--- config.mk ---
export PLATFORM = sky130hd
export DESIGN_NAME = aer_handshake_sender
export DESIGN_NICKNAME = d
export VERILOG_FILES = /design/src/hw/rtl/aerhs_pkg.sv /design/src/hw/rtl/aerhs_cfg.sv /design/src/hw/rtl/aerhs_core.sv /design/src/hw/rtl/aer_handshake_sender.sv
export SDC_FILE = /design/constraint.sdc
export NUM_CORES = 1
export LEC_CHECK = 0
export BUFFER_PORTS_ARGS = -buffer_cell sky130_fd_sc_hd__clkbuf_2
export CAP_MARGIN = 20
export CORE_ASPECT_RATIO = 1.1
export CORE_UTILIZATION = 25
export DETAILED_ROUTE_END_ITERATION = 7
export SYNTH_ARGS = -nofsm -noshare
export SYNTH_HDL_FRONTEND = slang
export SYNTH_HIERARCHICAL = 1
export SYNTH_SLANG_ARGS = --single-unit
export TNS_END_PERCENT = 1
--- constraint.sdc ---
create_clock -name i_clk -period 7.76 [get_ports i_clk]
set_input_delay 0.388 -clock i_clk [delete_from_list [all_inputs] [get_ports i_clk]]
set_output_delay 0.388 -clock i_clk [all_outputs]
set_load 0.02 [all_outputs]
--- src/hw/rtl/aerhs_pkg.sv ---
// ----------------------------------------------------------------------------
// aerhs_pkg: shared types and constants for the AER handshake sender
// Field widths, status and kind codes, register indexes, and the structs
// that carry configuration, items and results between modules.
// ----------------------------------------------------------------------------
`default_nettype none

package aerhs_pkg;

    localparam int MAX_DATA_BITS = 32;
    localparam int WORD_W        = 32;
    localparam int WIDTH_W       = 6;
    localparam int DELAY_W       = 8;
    localparam int TIMEOUT_W     = 24;
    localparam int CFG_DATA_W    = 24;
    localparam int CFG_IDX_W     = 3;
    localparam int STATUS_W      = 3;
    localparam int S_TDATA_W     = 40;   // event_word + ack_level, byte padded
    localparam int M_TDATA_W     = 40;   // req + pins + busy + status, byte padded

    localparam logic [TIMEOUT_W-1:0] TIMEOUT_RESET = TIMEOUT_W'(50000);

    // kind of an input beat
    localparam logic KIND_SEND = 1'b0;
    localparam logic KIND_TICK = 1'b1;

    typedef enum logic [STATUS_W-1:0] {
        ST_NONE     = 3'd0,
        ST_OK       = 3'd1,
        ST_TIMEOUT  = 3'd2,
        ST_INACTIVE = 3'd3,
        ST_BUSY     = 3'd4
    } t_status;

    typedef enum logic [CFG_IDX_W-1:0] {
        CFG_ENABLE     = 3'd0,
        CFG_PIN_COUNT  = 3'd1,
        CFG_EDGE_DELAY = 3'd2,
        CFG_HS_LOW     = 3'd3,
        CFG_DATA_LOW   = 3'd4,
        CFG_TIMEOUT    = 3'd5
    } t_cfg_idx;

    typedef struct packed {
        logic                 enable;
        logic [WIDTH_W-1:0]   pin_count;
        logic [DELAY_W-1:0]   edge_delay;
        logic                 hs_active_low;
        logic                 data_active_low;
        logic [TIMEOUT_W-1:0] timeout_ticks;
    } t_cfg;

    typedef struct packed {
        logic              kind;
        logic [WORD_W-1:0] event_word;
        logic              ack_level;
    } t_item;

    typedef struct packed {
        logic              req_level;
        logic [WORD_W-1:0] data_pin_levels;
        logic              busy_res;
        t_status           status;
    } t_result;

endpackage

`default_nettype wire

--- src/hw/rtl/aerhs_cfg.sv ---
// ----------------------------------------------------------------------------
// aerhs_cfg: configuration register file
// Six write-only registers, written by index; unknown indexes are dropped.
// ----------------------------------------------------------------------------
`default_nettype none

module aerhs_cfg
    import aerhs_pkg::*;
(
    input  wire logic                  i_clk,
    input  wire logic                  i_rst_n,
    input  wire logic                  i_cfg_wr_en,
    input  wire logic [CFG_IDX_W-1:0]  i_cfg_addr,
    input  wire logic [CFG_DATA_W-1:0] i_cfg_wdata,
    output t_cfg                       o_cfg
);

    t_cfg r_cfg;

    always_ff @(posedge i_clk) begin
        if (!i_rst_n) begin
            r_cfg.enable          <= 1'b0;
            r_cfg.pin_count       <= '0;
            r_cfg.edge_delay      <= '0;
            r_cfg.hs_active_low   <= 1'b0;
            r_cfg.data_active_low <= 1'b0;
            r_cfg.timeout_ticks   <= TIMEOUT_RESET;
        end else if (i_cfg_wr_en) begin
            unique case (i_cfg_addr)
                CFG_ENABLE:     r_cfg.enable          <= i_cfg_wdata[0];
                CFG_PIN_COUNT:  r_cfg.pin_count       <= i_cfg_wdata[WIDTH_W-1:0];
                CFG_EDGE_DELAY: r_cfg.edge_delay      <= i_cfg_wdata[DELAY_W-1:0];
                CFG_HS_LOW:     r_cfg.hs_active_low   <= i_cfg_wdata[0];
                CFG_DATA_LOW:   r_cfg.data_active_low <= i_cfg_wdata[0];
                CFG_TIMEOUT:    r_cfg.timeout_ticks   <= i_cfg_wdata[TIMEOUT_W-1:0];
                default: ;
            endcase
        end
    end

    assign o_cfg = r_cfg;

endmodule

`default_nettype wire

--- src/hw/rtl/aerhs_core.sv ---
// ----------------------------------------------------------------------------
// aerhs_core: handshake sequencer
// Holds the handshake state and computes next state and result for one
// beat in a single pass; state advances when i_step is high.
// ----------------------------------------------------------------------------
`default_nettype none

module aerhs_core
    import aerhs_pkg::*;
(
    input  wire logic  i_clk,
    input  wire logic  i_rst_n,
    input  wire logic  i_step,
    input  wire t_item i_item,
    input  wire t_cfg  i_cfg,
    output t_result    o_res
);

    typedef enum logic [1:0] {
        PH_IDLE = 2'd0,
        PH_RISE = 2'd1,
        PH_WAIT = 2'd2,
        PH_FALL = 2'd3
    } t_phase;

    t_phase               r_phase,   n_phase;
    logic [DELAY_W-1:0]   r_delay,   n_delay;
    logic [TIMEOUT_W-1:0] r_wait,    n_wait;
    logic [WORD_W-1:0]    r_pins,    n_pins;
    logic                 r_req,     n_req;
    logic                 r_pending, n_pending;

    logic                 ack;
    logic [WIDTH_W-1:0]   width_cl;
    logic [WORD_W-1:0]    mask;
    logic [DELAY_W-1:0]   delay_dec;
    logic [TIMEOUT_W-1:0] wait_inc;
    logic                 end_wait;
    logic                 timed_out;
    t_status              status;

    always_comb begin
        ack       = i_item.ack_level ^ i_cfg.hs_active_low;
        width_cl  = (i_cfg.pin_count > WIDTH_W'(MAX_DATA_BITS)) ?
                    WIDTH_W'(MAX_DATA_BITS) : i_cfg.pin_count;
        mask      = WORD_W'((33'd1 << width_cl) - 33'd1);
        delay_dec = r_delay - DELAY_W'(1);
        wait_inc  = r_wait + TIMEOUT_W'(1);

        n_phase   = r_phase;
        n_delay   = r_delay;
        n_wait    = r_wait;
        n_pins    = r_pins;
        n_req     = r_req;
        n_pending = r_pending;
        end_wait  = 1'b0;
        timed_out = 1'b0;
        status    = ST_NONE;

        if (i_item.kind == KIND_SEND) begin
            if (!i_cfg.enable) begin
                status = ST_INACTIVE;
            end else if (r_phase != PH_IDLE) begin
                status = ST_BUSY;
            end else begin
                n_pins    = (i_item.event_word & mask) ^
                            (i_cfg.data_active_low ? mask : '0);
                n_pending = 1'b0;
                n_delay   = i_cfg.edge_delay;
                if (i_cfg.edge_delay == '0) begin
                    n_req   = 1'b1;
                    n_wait  = '0;
                    n_phase = PH_WAIT;
                end else begin
                    n_phase = PH_RISE;
                end
            end
        end else begin
            unique case (r_phase)
                PH_RISE: begin
                    n_delay = delay_dec;
                    if (delay_dec == '0) begin
                        n_req   = 1'b1;
                        n_wait  = '0;
                        n_phase = PH_WAIT;
                    end
                end
                PH_WAIT: begin
                    if (ack) begin
                        end_wait = 1'b1;
                    end else begin
                        n_wait = wait_inc;
                        if (wait_inc >= i_cfg.timeout_ticks) begin
                            end_wait  = 1'b1;
                            timed_out = 1'b1;
                        end
                    end
                end
                PH_FALL: begin
                    n_delay = delay_dec;
                    if (delay_dec == '0) begin
                        n_req   = 1'b0;
                        n_phase = PH_IDLE;
                        status  = r_pending ? ST_TIMEOUT : ST_OK;
                    end
                end
                PH_IDLE: ;
            endcase

            // end of the ACK wait: hold REQ for another delay, or drop it now
            if (end_wait) begin
                n_pending = timed_out;
                n_delay   = i_cfg.edge_delay;
                if (i_cfg.edge_delay == '0) begin
                    n_req   = 1'b0;
                    n_phase = PH_IDLE;
                    status  = timed_out ? ST_TIMEOUT : ST_OK;
                end else begin
                    n_phase = PH_FALL;
                end
            end
        end

        o_res.req_level       = n_req ^ i_cfg.hs_active_low;
        o_res.data_pin_levels = n_pins;
        o_res.busy_res        = (n_phase != PH_IDLE);
        o_res.status          = status;
    end

    always_ff @(posedge i_clk) begin
        if (!i_rst_n) begin
            r_phase   <= PH_IDLE;
            r_delay   <= '0;
            r_wait    <= '0;
            r_pins    <= '0;
            r_req     <= 1'b0;
            r_pending <= 1'b0;
        end else if (i_step) begin
            r_phase   <= n_phase;
            r_delay   <= n_delay;
            r_wait    <= n_wait;
            r_pins    <= n_pins;
            r_req     <= n_req;
            r_pending <= n_pending;
        end
    end

endmodule

`default_nettype wire

--- src/hw/rtl/aer_handshake_sender.sv ---
// ----------------------------------------------------------------------------
// aer_handshake_sender: one channel of an address-event REQ/ACK transmitter
//
// Input stream (s side): each beat is either a send request (tuser = 0),
// carrying the event word, or a clock tick (tuser = 1), carrying the raw
// ACK pin sample. Every input beat yields exactly one output beat (m side)
// with the raw REQ level, the raw data pin levels, the busy flag and a
// status code (none, done ok, timeout, not active, rejected busy).
// Configuration is a write-only register port (enable, data width, REQ
// delay, handshake polarity, data polarity, timeout); write it only while
// the stream is quiet.
// Path: input register, then result register. Throughput: one beat per
// cycle while the receiver keeps tready high; the handshake state update
// is a single combinational pass between the two registers.
// Stall: when the receiver holds tready low the result register holds,
// one more beat is parked in the input register, and then s tready drops.
// Reset: both stages empty, registers to defaults (timeout 50000), REQ
// deasserted, data pins 0, channel idle.
// ----------------------------------------------------------------------------
`default_nettype none

module aer_handshake_sender
    import aerhs_pkg::*;
(
    input  wire logic                  i_clk,
    input  wire logic                  i_rst_n,
    // input stream
    input  wire logic                  i_s_tvalid,
    output logic                       o_s_tready,
    input  wire logic [S_TDATA_W-1:0]  i_s_tdata,   // [31:0] event_word, [32] ack_level
    input  wire logic                  i_s_tuser,   // [0] kind
    // result stream
    output logic                       o_m_tvalid,
    input  wire logic                  i_m_tready,
    output logic [M_TDATA_W-1:0]       o_m_tdata,   // [0] req_level, [32:1] data_pin_levels,
                                                    // [33] busy_res, [36:34] status
    // configuration
    input  wire logic                  i_cfg_wr_en,
    input  wire logic [CFG_IDX_W-1:0]  i_cfg_addr,
    input  wire logic [CFG_DATA_W-1:0] i_cfg_wdata
);

    t_cfg    cfg;
    t_result core_res;
    logic    advance;

    logic    r_in_valid;
    t_item   r_item;
    logic    r_out_valid;
    t_result r_out;

    aerhs_cfg u_cfg (
        .i_clk       (i_clk),
        .i_rst_n     (i_rst_n),
        .i_cfg_wr_en (i_cfg_wr_en),
        .i_cfg_addr  (i_cfg_addr),
        .i_cfg_wdata (i_cfg_wdata),
        .o_cfg       (cfg)
    );

    // a beat moves from the input register into the result register
    assign advance    = r_in_valid && (!r_out_valid || i_m_tready);
    assign o_s_tready = !r_in_valid || advance;

    aerhs_core u_core (
        .i_clk   (i_clk),
        .i_rst_n (i_rst_n),
        .i_step  (advance),
        .i_item  (r_item),
        .i_cfg   (cfg),
        .o_res   (core_res)
    );

    // input register
    always_ff @(posedge i_clk) begin
        if (!i_rst_n) begin
            r_in_valid <= 1'b0;
        end else if (o_s_tready) begin
            r_in_valid <= i_s_tvalid;
        end
        if (o_s_tready && i_s_tvalid) begin
            r_item.kind       <= i_s_tuser;
            r_item.event_word <= i_s_tdata[WORD_W-1:0];
            r_item.ack_level  <= i_s_tdata[WORD_W];
        end
    end

    // result register
    always_ff @(posedge i_clk) begin
        if (!i_rst_n) begin
            r_out_valid <= 1'b0;
        end else if (!r_out_valid || i_m_tready) begin
            r_out_valid <= r_in_valid;
        end
        if (advance) begin
            r_out <= core_res;
        end
    end

    assign o_m_tvalid = r_out_valid;
    assign o_m_tdata  = {(M_TDATA_W - STATUS_W - WORD_W - 2)'(0),
                         r_out.status, r_out.busy_res,
                         r_out.data_pin_levels, r_out.req_level};

endmodule

`default_nettype wire

# [Word level (Yosys, flattened, before mapping)]
# Index checks and enable logic that the tools add are counted.
[word_totals] ff_bits=182 elab_cells=123
[op_classes] bitwise_logic=4 reduce_logical=23 muxes=55 magnitude_cmp=2 addsub=3 eq_ne=14 shifts=1
[op_table] operator="24-bit two-way mux" count=6
[op_table] operator="32-bit two-way mux" count=4
[op_table] operator="24-bit case mux with 2 select lines" count=1
[op_table] operator="8-bit two-way mux" count=5
[op_table] operator="32-bit AND" count=1
[op_table] operator="1-bit by 6-bit << shifter with 32-bit output (first input constant)" count=1
[op_table] operator="32-bit by 1-bit subtractor with 32-bit output (second input constant)" count=1
[op_table] operator="32-bit XOR" count=1
[op_table] operator="24-bit by 1-bit adder with 24-bit output (second input constant)" count=1
[op_table] operator="24-bit greater-or-equal comparator" count=1
[op_table] operator="3-bit two-way mux" count=7
[op_table] operator="2-bit two-way mux" count=10
[op_table] operator="1-bit two-way mux" count=19
[op_table] operator="8-bit logical NOT" count=2
[op_table] operator="2-bit AND reduction" count=6
[op_table] operator="4-bit AND reduction" count=2
[op_table] operator="2-bit nonzero test" count=4
[op_table] operator="8-bit by 1-bit subtractor with 8-bit output (second input constant)" count=1
[op_table] operator="7-bit AND reduction" count=1
[op_table] operator="3-bit by 2-bit == test with 1-bit output (second input constant)" count=2
[op_table] operator="3-bit == test (second input constant)" count=2
[op_table] operator="6-bit > comparator (second input constant)" count=1
[op_table] operator="6-bit two-way mux" count=1
[op_table] operator="3-bit by 2-bit inequality test with 1-bit output (second input constant)" count=2
[op_table] operator="15 further kinds" count=20

# [Longest topological paths before layout]
# Gate-level depths: netlist (run 1).
[depth] word_depth=10 mapped_depth=16

# [By module]
# Netlist (run 1), hierarchy kept.
[by_module_without_submodules] module="aerhs_core" cells_each=759 seq_area_each_um2=1361.3 instances=1 area_per_inst_um2=5422.7
[by_module_without_submodules] module="aer_handshake_sender" cells_each=84 seq_area_each_um2=2172.1 instances=1 area_per_inst_um2=2262.2
[by_module_without_submodules] module="aerhs_cfg" cells_each=167 seq_area_each_um2=820.8 instances=1 area_per_inst_um2=1666.6

# [Least setup slack after synthesis (run 1)]
# OpenSTA, ideal clock, no wires.
[synth_timing] path_kind="flip-flop to flip-flop" start="reg u_core.r_wait[0]" end="reg u_core.r_delay[3]" slack_ps=3666 setup_ps=128 arrival_time_ps=3966 t_required_ps=7632 n_path_buf=2 period_less_slack_ps=4094 stages_incl_launch_ff=16 path_cell_list="dfxtp_1 ha_1 nand3_1 nor4_1 and4_1 clkbuf_1 nand3_1 xnor2_1 ha_1 nand2_1 a311oi_1 o32a_1 nand2_1 clkbuf_1 a211oi_1 o22ai_1"
[synth_between] elab_chain_len=8 elab_cells_between_ends=10 cone_classes="add/sub (1); order compare (1); eq/ne (1); mux (6); reduce/logical (1)"
[synth_rtl] item="from (decl)" line_no="aerhs_core.sv:28" rtl="logic [TIMEOUT_W-1:0] r_wait, n_wait;"
[synth_rtl] item="from (signal assigned)" line_no="aerhs_core.sv:141" rtl="r_wait <= n_wait;"
[synth_rtl] item="24-bit by 1-bit adder with 24-bit output (*)" line_no="aerhs_core.sv:48" rtl="wait_inc = r_wait + TIMEOUT_W'(1);"
[synth_rtl] item="24-bit greater-or-equal comparator (*)" line_no="aerhs_core.sv:93" rtl="if (wait_inc >= i_cfg.timeout_ticks) begin"
[synth_rtl] item="1-bit two-way mux (*)" line_no="aerhs_core.sv:93"
[synth_rtl] item="1-bit two-way mux (*)" line_no="aerhs_core.sv:89" rtl="if (ack) begin"
[synth_rtl] item="1-bit two-way mux (*)" line_no="aerhs_core.sv:79" rtl="unique case (r_phase)"
[synth_rtl] item="1-bit two-way mux (*)" line_no="aerhs_core.sv:60" rtl="if (i_item.kind == KIND_SEND) begin"
[synth_rtl] item="3-bit by 2-bit inequality test with 1-bit output (no source line) or 8-bit two-way mux (tied branches)"
[synth_rtl] item="4-bit AND reduction (no source line) or 8-bit two-way mux (tied branches)"
[synth_rtl] item="to (signal assigned)" line_no="aerhs_core.sv:140" rtl="r_delay <= n_delay;"
[synth_rtl] item="to (decl)" line_no="aerhs_core.sv:27" rtl="logic [DELAY_W-1:0] r_delay, n_delay;"
# Mark *: on every way between the ends. The rest lies on a longest branch, timed or not. The select of a mux whose other input is x is not followed.
# A chain may end at the register's enable or synchronous reset.

# [Worst setup path after layout (run 1)]
[layout_timing] start="reg u_core.r_wait[0]" end="reg u_core.r_delay[4]"
# The elaborated chain is that of the path after synthesis.

==> flow_summary.json, run 1 <==
{
  "ys.flop_type": "dfxtp_1",
  "peakVddDrop_mv": 0.141,
  "final.setup.tns_ns": 0,
  "antenna_found_initial": 0,
  "fmax_mhz": 197,
  "ctsHoldBuffers": 0,
  "switchingPower_w": 0.000544,
  "cp.required_ns": 8.08,
  "power-per-cell-area_nw_per_um2": 189,
  "antenna_left": 0,
  "drc": 0,
  "num_io_pins": 115,
  "synth_area_um2": 9350,
  "final-hold-violation-count": 0,
  "synthArstFlopShare_pct": 0,
  "overflow": 0,
  "power_frac_seq_pct": 50.7,
  "finalSetupViolations": 0,
  "period_share_pct": 65.5,
  "syn_to_final_growth_pct": 16.0,
  "port_buffers": 104,
  "first_pass_iters": 5,
  "rsz0062_at_grt": "false",
  "synth_edf_count": 71,
  "ys_seq_area_share_pct": 46.6,
  "cp.arrival_ns": 5.41,
  "outcome": "finished clean",
  "fin_worst_skew_ns": 0.0149,
  "final_net_count": 1183,
  "crit_path_end_kind": "register",
  "rows": 73,
  "vias_per_cell": 4.75,
  "die_w_um": 186,
  "gp_congestion": 0.868,
  "post_drt_wl_per_cell_um": 15.0,
  "die_area_um2": 38200,
  "grt_pass1_wl_um": 38100,
  "maxCapViolations": 0,
  "yosys.cell_types.count": 74,
  "holdCritPathClass": "in -> reg",
  "clockPowerShare_pct": 40.5,
  "synth_warnings": 6,
  "final_common_cell": "nand2_1",
  "root_buffer": "clkbuf_16",
  "track_usage_pct": 12.6,
  "combinationalPowerShare_pct": 8.8,
  "postCtsSetupBuffers": 0,
  "tightestPinTransition_ns": 1.01,
  "cp-start-kind": "register",
  "grt_pass1_vias": 7268,
  "final_cell_mix": "nand2_1, dfxtp_1, clkbuf_2, edfxtp_1, a21oi_1",
  "vias": 7511,
  "synth_top_area_share_pct": 23.8,
  "die_y_um": 205,
  "clock_sinks": 182,
  "p_sw_share_pct": 26.4,
  "p_leak_nw": 4.15,
  "slew_headroom_pct": 32.6,
  "dpl.hpwl_um": 16900,
  "timing.reg2reg.setup_slack_ns": 2.68,
  "grt_max_degree": 97,
  "tritoncts": "yes",
  "wirelength_um": 23800,
  "cts.clk_slew.worst_paths_ns": 0.08,
  "synth_top_area_cell": "dfxtp_1",
  "syn_area_per_cell_um2": 9.26,
  "core_area_um2": 36500,
  "synth.ff_latch_count": 182,
  "postCtsResizedCells": 0,
  "clk_latency_ns": 0.45,
  "htreeDepth": 4,
  "min_period_ns": 5.08,
  "initial_core_util_pct": 25.6,
  "final_util_pct": 29.7,
  "n_antenna_cell": 0,
  "final_max_slew_viol_count": 0,
  "final_layout_size_suffix_gt1_share_pct": 15.3,
  "syn-instance-count": 1010,
  "drtIter0Drc": 488,
  "yosys-top-cells-area": "dfxtp_1, edfxtp_1, nand2_1, mux2i_1, ha_1",
  "cp_max_fo": 6,
  "critical_path_class": "reg -> reg",
  "p_int_w": 0.00151,
  "ctsLongestPathBuffers": 2,
  "cts_buffers": 17
}
## power by group through the flow
stage,registers (W),clock network [W],logic [W]
floorplan,0.00107,0,0.000114
CTS,0.00104,0.000859,0.000182
detailed placement,0.00107,0,0.000181
global route,0.00105,0.000895,0.000199
finish,0.00104,0.000833,0.000181
global placement,0.00106,0,0.000178
## state kept, by name, summed over array words and instances (netlist names)
name and flops:
u_core/r_delay 8, u_cfg/o_cfg 41, o_m_tvalid 1, u_core/r_phase 2, r_in_valid 1, o_m_tdata 37
u_core/r_req 1, u_core/r_pins 32, u_core/r_wait 24, u_core/r_pending 1, r_item 34
## kinds of logic (layout without fill, tap and decap cells)
kind of cell	Yosys count	after routing	synth area share [%]
buf+inv	103	186	4.78
other cells	1	3	0.0401
compound gates	208	208	14.5
xor+xnor	61	61	5.71
mux	55	55	5.90
simple gates	372	372	18.8
fa+ha+maj	28	28	3.75
flops	182	182	46.6
## worst max-delay path: stages (launching register included)
cell	delay [ns]
dfxtp_1	0.45
ha_1	0.27
nand3_1	0.21
nor4_1	0.83
and4_1	0.42
xor2_1	0.20
ha_1	0.28
nand4_1	0.10
nand2_1	0.05
a211oi_1	0.38
o21ai_0	0.38
a2111oi_2	0.84
nor2_1	0.20
a2111oi_0	0.36
## layout make-up
class                           count  area (um2)
Fill cell                        3872       25700
Multi-Input combinational cell    727        4580
Sequential cell                   182        4360
Tap cell                          487         609
Timing Repair Buffer              115         601
Clock buffer                       18         429
Inverter                           39         146
Clock inverter                     14         130
## synthesized netlist by cell type (all sizes together) (20+ instances only)
cell type and n:
a21oi 57, buf 20, clkbuf 44, dfxtp 111, edfxtp 71, ha 28
inv 39, mux2i 54, nand2 190, nand3 36, nor2 52, nor2b 20
o21ai 45, xnor2 39, xor2 22
## per-layer routing
metal / GRT usage, % / part of all wire [%] / routed length (um) / vias to the layer above
li1: - / - / - / 3715
met1: 15.8 / 46 / 11000 / 3606
met2: 21.4 / 48 / 11400 / 162
met3: 2.19 / 3.8 / 903 / 28
met4: 4.90 / 2.0 / 476 / 0
met5: 0 / 0 / 0 / -
## final timing paths
path / endpoint / from / cells after the start
worst min register to register: u_cfg/o_cfg[11] / u_cfg/o_cfg[11] / 2
worst min-delay path: r_item[14] / i_s_tdata[13] / 1
worst max-delay path: u_core/r_delay[4] / u_core/r_wait[0] / 13
worst max register to register: u_core/r_delay[4] / u_core/r_wait[0] / 13
## stage by stage
stage | hold slack (ns) | instance area (um2) | std cells | total power (W) | setup WS, ns
5_1_grt | 0.0899 | 10900 | 1582 | 0.00214 | 2.31
6_report | 0.110 | 10900 | 1582 | 0.00206 | 2.68
2_1_floorplan | 0.432 | 9360 | 1012 | 0.00118 | 3.67
4_1_cts | 0.0869 | 10800 | 1580 | 0.00208 | 2.63
3_3_place_gp | 0.441 | 10300 | 1548 | 0.00124 | 2.73
3_5_place_dp | 0.448 | 10300 | 1548 | 0.00125 | 2.64
(Power assumes the default switching activity.)
==> run 2: changes to the inputs <==
==> constraint.sdc (replaced) <==
create_clock -name i_clk -period 4.6 [get_ports i_clk]
set_input_delay 0.23 -clock i_clk [delete_from_list [all_inputs] [get_ports i_clk]]
set_output_delay 0.23 -clock i_clk [all_outputs]
set_load 0.02 [all_outputs]
==> flow_summary.json, run 2 (synthesis results as in run 1) <==
{
  "cts.clk_slew.worst_paths_ns": 0.07,
  "antenna_found_initial": 0,
  "die_area_um2": 38200,
  "rows": 73,
  "cp-start-kind": "register",
  "rsz0062_at_grt": "false",
  "final_layout_size_suffix_gt1_share_pct": 15.5,
  "vias": 7682,
  "drtIter0Drc": 532,
  "cp.arrival_ns": 4.46,
  "maxCapViolations": 0,
  "final_cell_mix": "nand2_1, dfxtp_1, clkbuf_2, edfxtp_1, a21oi_1",
  "dpl.hpwl_um": 17000,
  "clock_sinks": 182,
  "finalSetupViolations": 0,
  "initial_core_util_pct": 25.6,
  "min_period_ns": 4.27,
  "cp_max_fo": 7,
  "slowest_stage": "a2111oi_0",
  "cpPeakStageDelay_ns": 0.49,
  "period_share_pct": 92.8,
  "tightestPinTransition_ns": 1.03,
  "port_buffers": 104,
  "syn_to_final_growth_pct": 21.5,
  "wirelength_um": 24200,
  "slew_headroom_pct": 31.3,
  "final.setup.tns_ns": 0,
  "die_y_um": 205,
  "fin_worst_skew_ns": 0.0101,
  "peakVddDrop_mv": 0.233,
  "grt_max_degree": 62,
  "antenna_left": 0,
  "final_max_slew_viol_count": 0,
  "largest_reg_flops": 41,
  "final_common_cell": "nand2_1",
  "crit_top_cell": "buf_4",
  "power-per-cell-area_nw_per_um2": 311,
  "num_io_pins": 115,
  "vias_per_cell": 4.70,
  "track_usage_pct": 12.7,
  "overflow": 0,
  "fmax_mhz": 234,
  "grt_pass1_vias": 7174,
  "post_drt_wl_per_cell_um": 14.8,
  "holdCritPathClass": "in -> reg",
  "final-hold-violation-count": 0,
  "clk_latency_ns": 0.45,
  "cts_buffers": 17,
  "die_w_um": 186,
  "core_area_um2": 36500,
  "crit_chain": "nand4_1 -> nor4_1 -> buf_4 -> nand3_1 -> nor2_1 -> xor2_1 -> ha_1 -> a21oi_1 -> nand2_1 -> a211oi_1 -> o21ai_0 -> buf_4 -> a2111oi_0 -> nor3_1 -> xnor2_1",
  "instances_no_fill": 1633,
  "tritoncts": "yes",
  "grt_pass1_wl_um": 38200,
  "cp.required_ns": 4.80,
  "final_net_count": 1234,
  "ctsLongestPathBuffers": 2,
  "crit_path_end_kind": "register",
  "gp_congestion": 0.857,
  "n_antenna_cell": 0,
  "cp.buffers_inverters": 2,
  "drc": 0,
  "critical_path_class": "reg -> reg",
  "place_inst": 1558,
  "cp_top_family": "compound AO/OA/AOI/OAI gates",
  "htreeDepth": 4,
  "p_leak_nw": 4.39,
  "first_pass_iters": 7,
  "outcome": "finished clean",
  "root_buffer": "clkbuf_16"
}
==> run 2: cell types whose count changed in the layout (fill, tap and decap cells not counted), moves of 2 or more <==
cell,delta
inv_4,+3
buf_4,+9
clkinvlp_4,-2
inv_8,+2
dlygate4sd3_1,+43
==> run 2: timing repair <==
| item | in CTS | in global routing |
|---|---|---|
| hold buffers | 43 | 0 |
| setup endpoints to repair | 0 | 6 |
| setup buffers | 0 | 0 |
| endpoints found under the hold margin | 43 | 0 |
| resized for setup | 0 | 2 |
==> run 2: area by class of cell <==
cell class / instances / area (um2)
Timing Repair Buffer: 166 / 1090
Multi-Input combinational cell: 727 / 4590
Clock inverter: 14 / 126
Sequential cell: 182 / 4360
Tap cell: 487 / 609
Fill cell: 3814 / 25200
Inverter: 39 / 146
Clock buffer: 18 / 439
==> run 2: layer usage <==
layer / part of all wire [%] / vias to the layer above / GRT usage (%)
met3: 4.7 / 32 / 2.54
met5: 0 / - / 0
met1: 46 / 3667 / 16.0
met2: 46 / 165 / 20.7
met4: 2.5 / 0 / 5.90
li1: - / 3818 / -
==> run 2: final timing paths <==
kind	from	end	slack (ns)	depth (start not counted)
worst max-delay path	u_core/r_wait[6]	o_m_tdata[0]	0.33	15
worst min-delay path	i_cfg_wdata[20]	u_cfg/o_cfg[20]	0.03	3
worst max register to register	u_core/r_wait[6]	o_m_tdata[0]	0.33	15
worst min register to register	u_cfg/o_cfg[12]	u_cfg/o_cfg[12]	0.46	2
==> run 2: stage by stage <==
step           area, um2  total power [W]  worst slack, ns  utilization (%)  hold slack (ns)
2_1_floorplan       9360          0.00199            0.506                -            0.329
3_3_place_gp       10400          0.00210            0.483             28.3            0.408
3_5_place_dp       10400          0.00211            0.367             28.3            0.409
4_1_cts            11300          0.00358            0.314             31.1           0.0104
5_1_grt            11400          0.00367           0.0330             31.1           0.0338
6_report           11400          0.00353            0.333             31.1           0.0317
==> run 2: worst reg2reg max path: stages, from the launching register on <==
cell	delay, ns
dfxtp_1	0.45
nand4_1	0.22
nor4_1	0.25
buf_4	0.18
nand3_1	0.17
nor2_1	0.31
xor2_1	0.23
ha_1	0.30
a21oi_1	0.21
nand2_1	0.09
a211oi_1	0.37
o21ai_0	0.28
buf_4	0.21
a2111oi_0	0.49
nor3_1	0.12
xnor2_1	0.15
==> run 2: power breakdown <==
group | internal [W] | switching (W) | leakage, nW
registers | 0.00172 | 0.0000339 | 1.59
logic | 0.000138 | 0.000202 | 2.51
clock network | 0.000734 | 0.000703 | 0.288
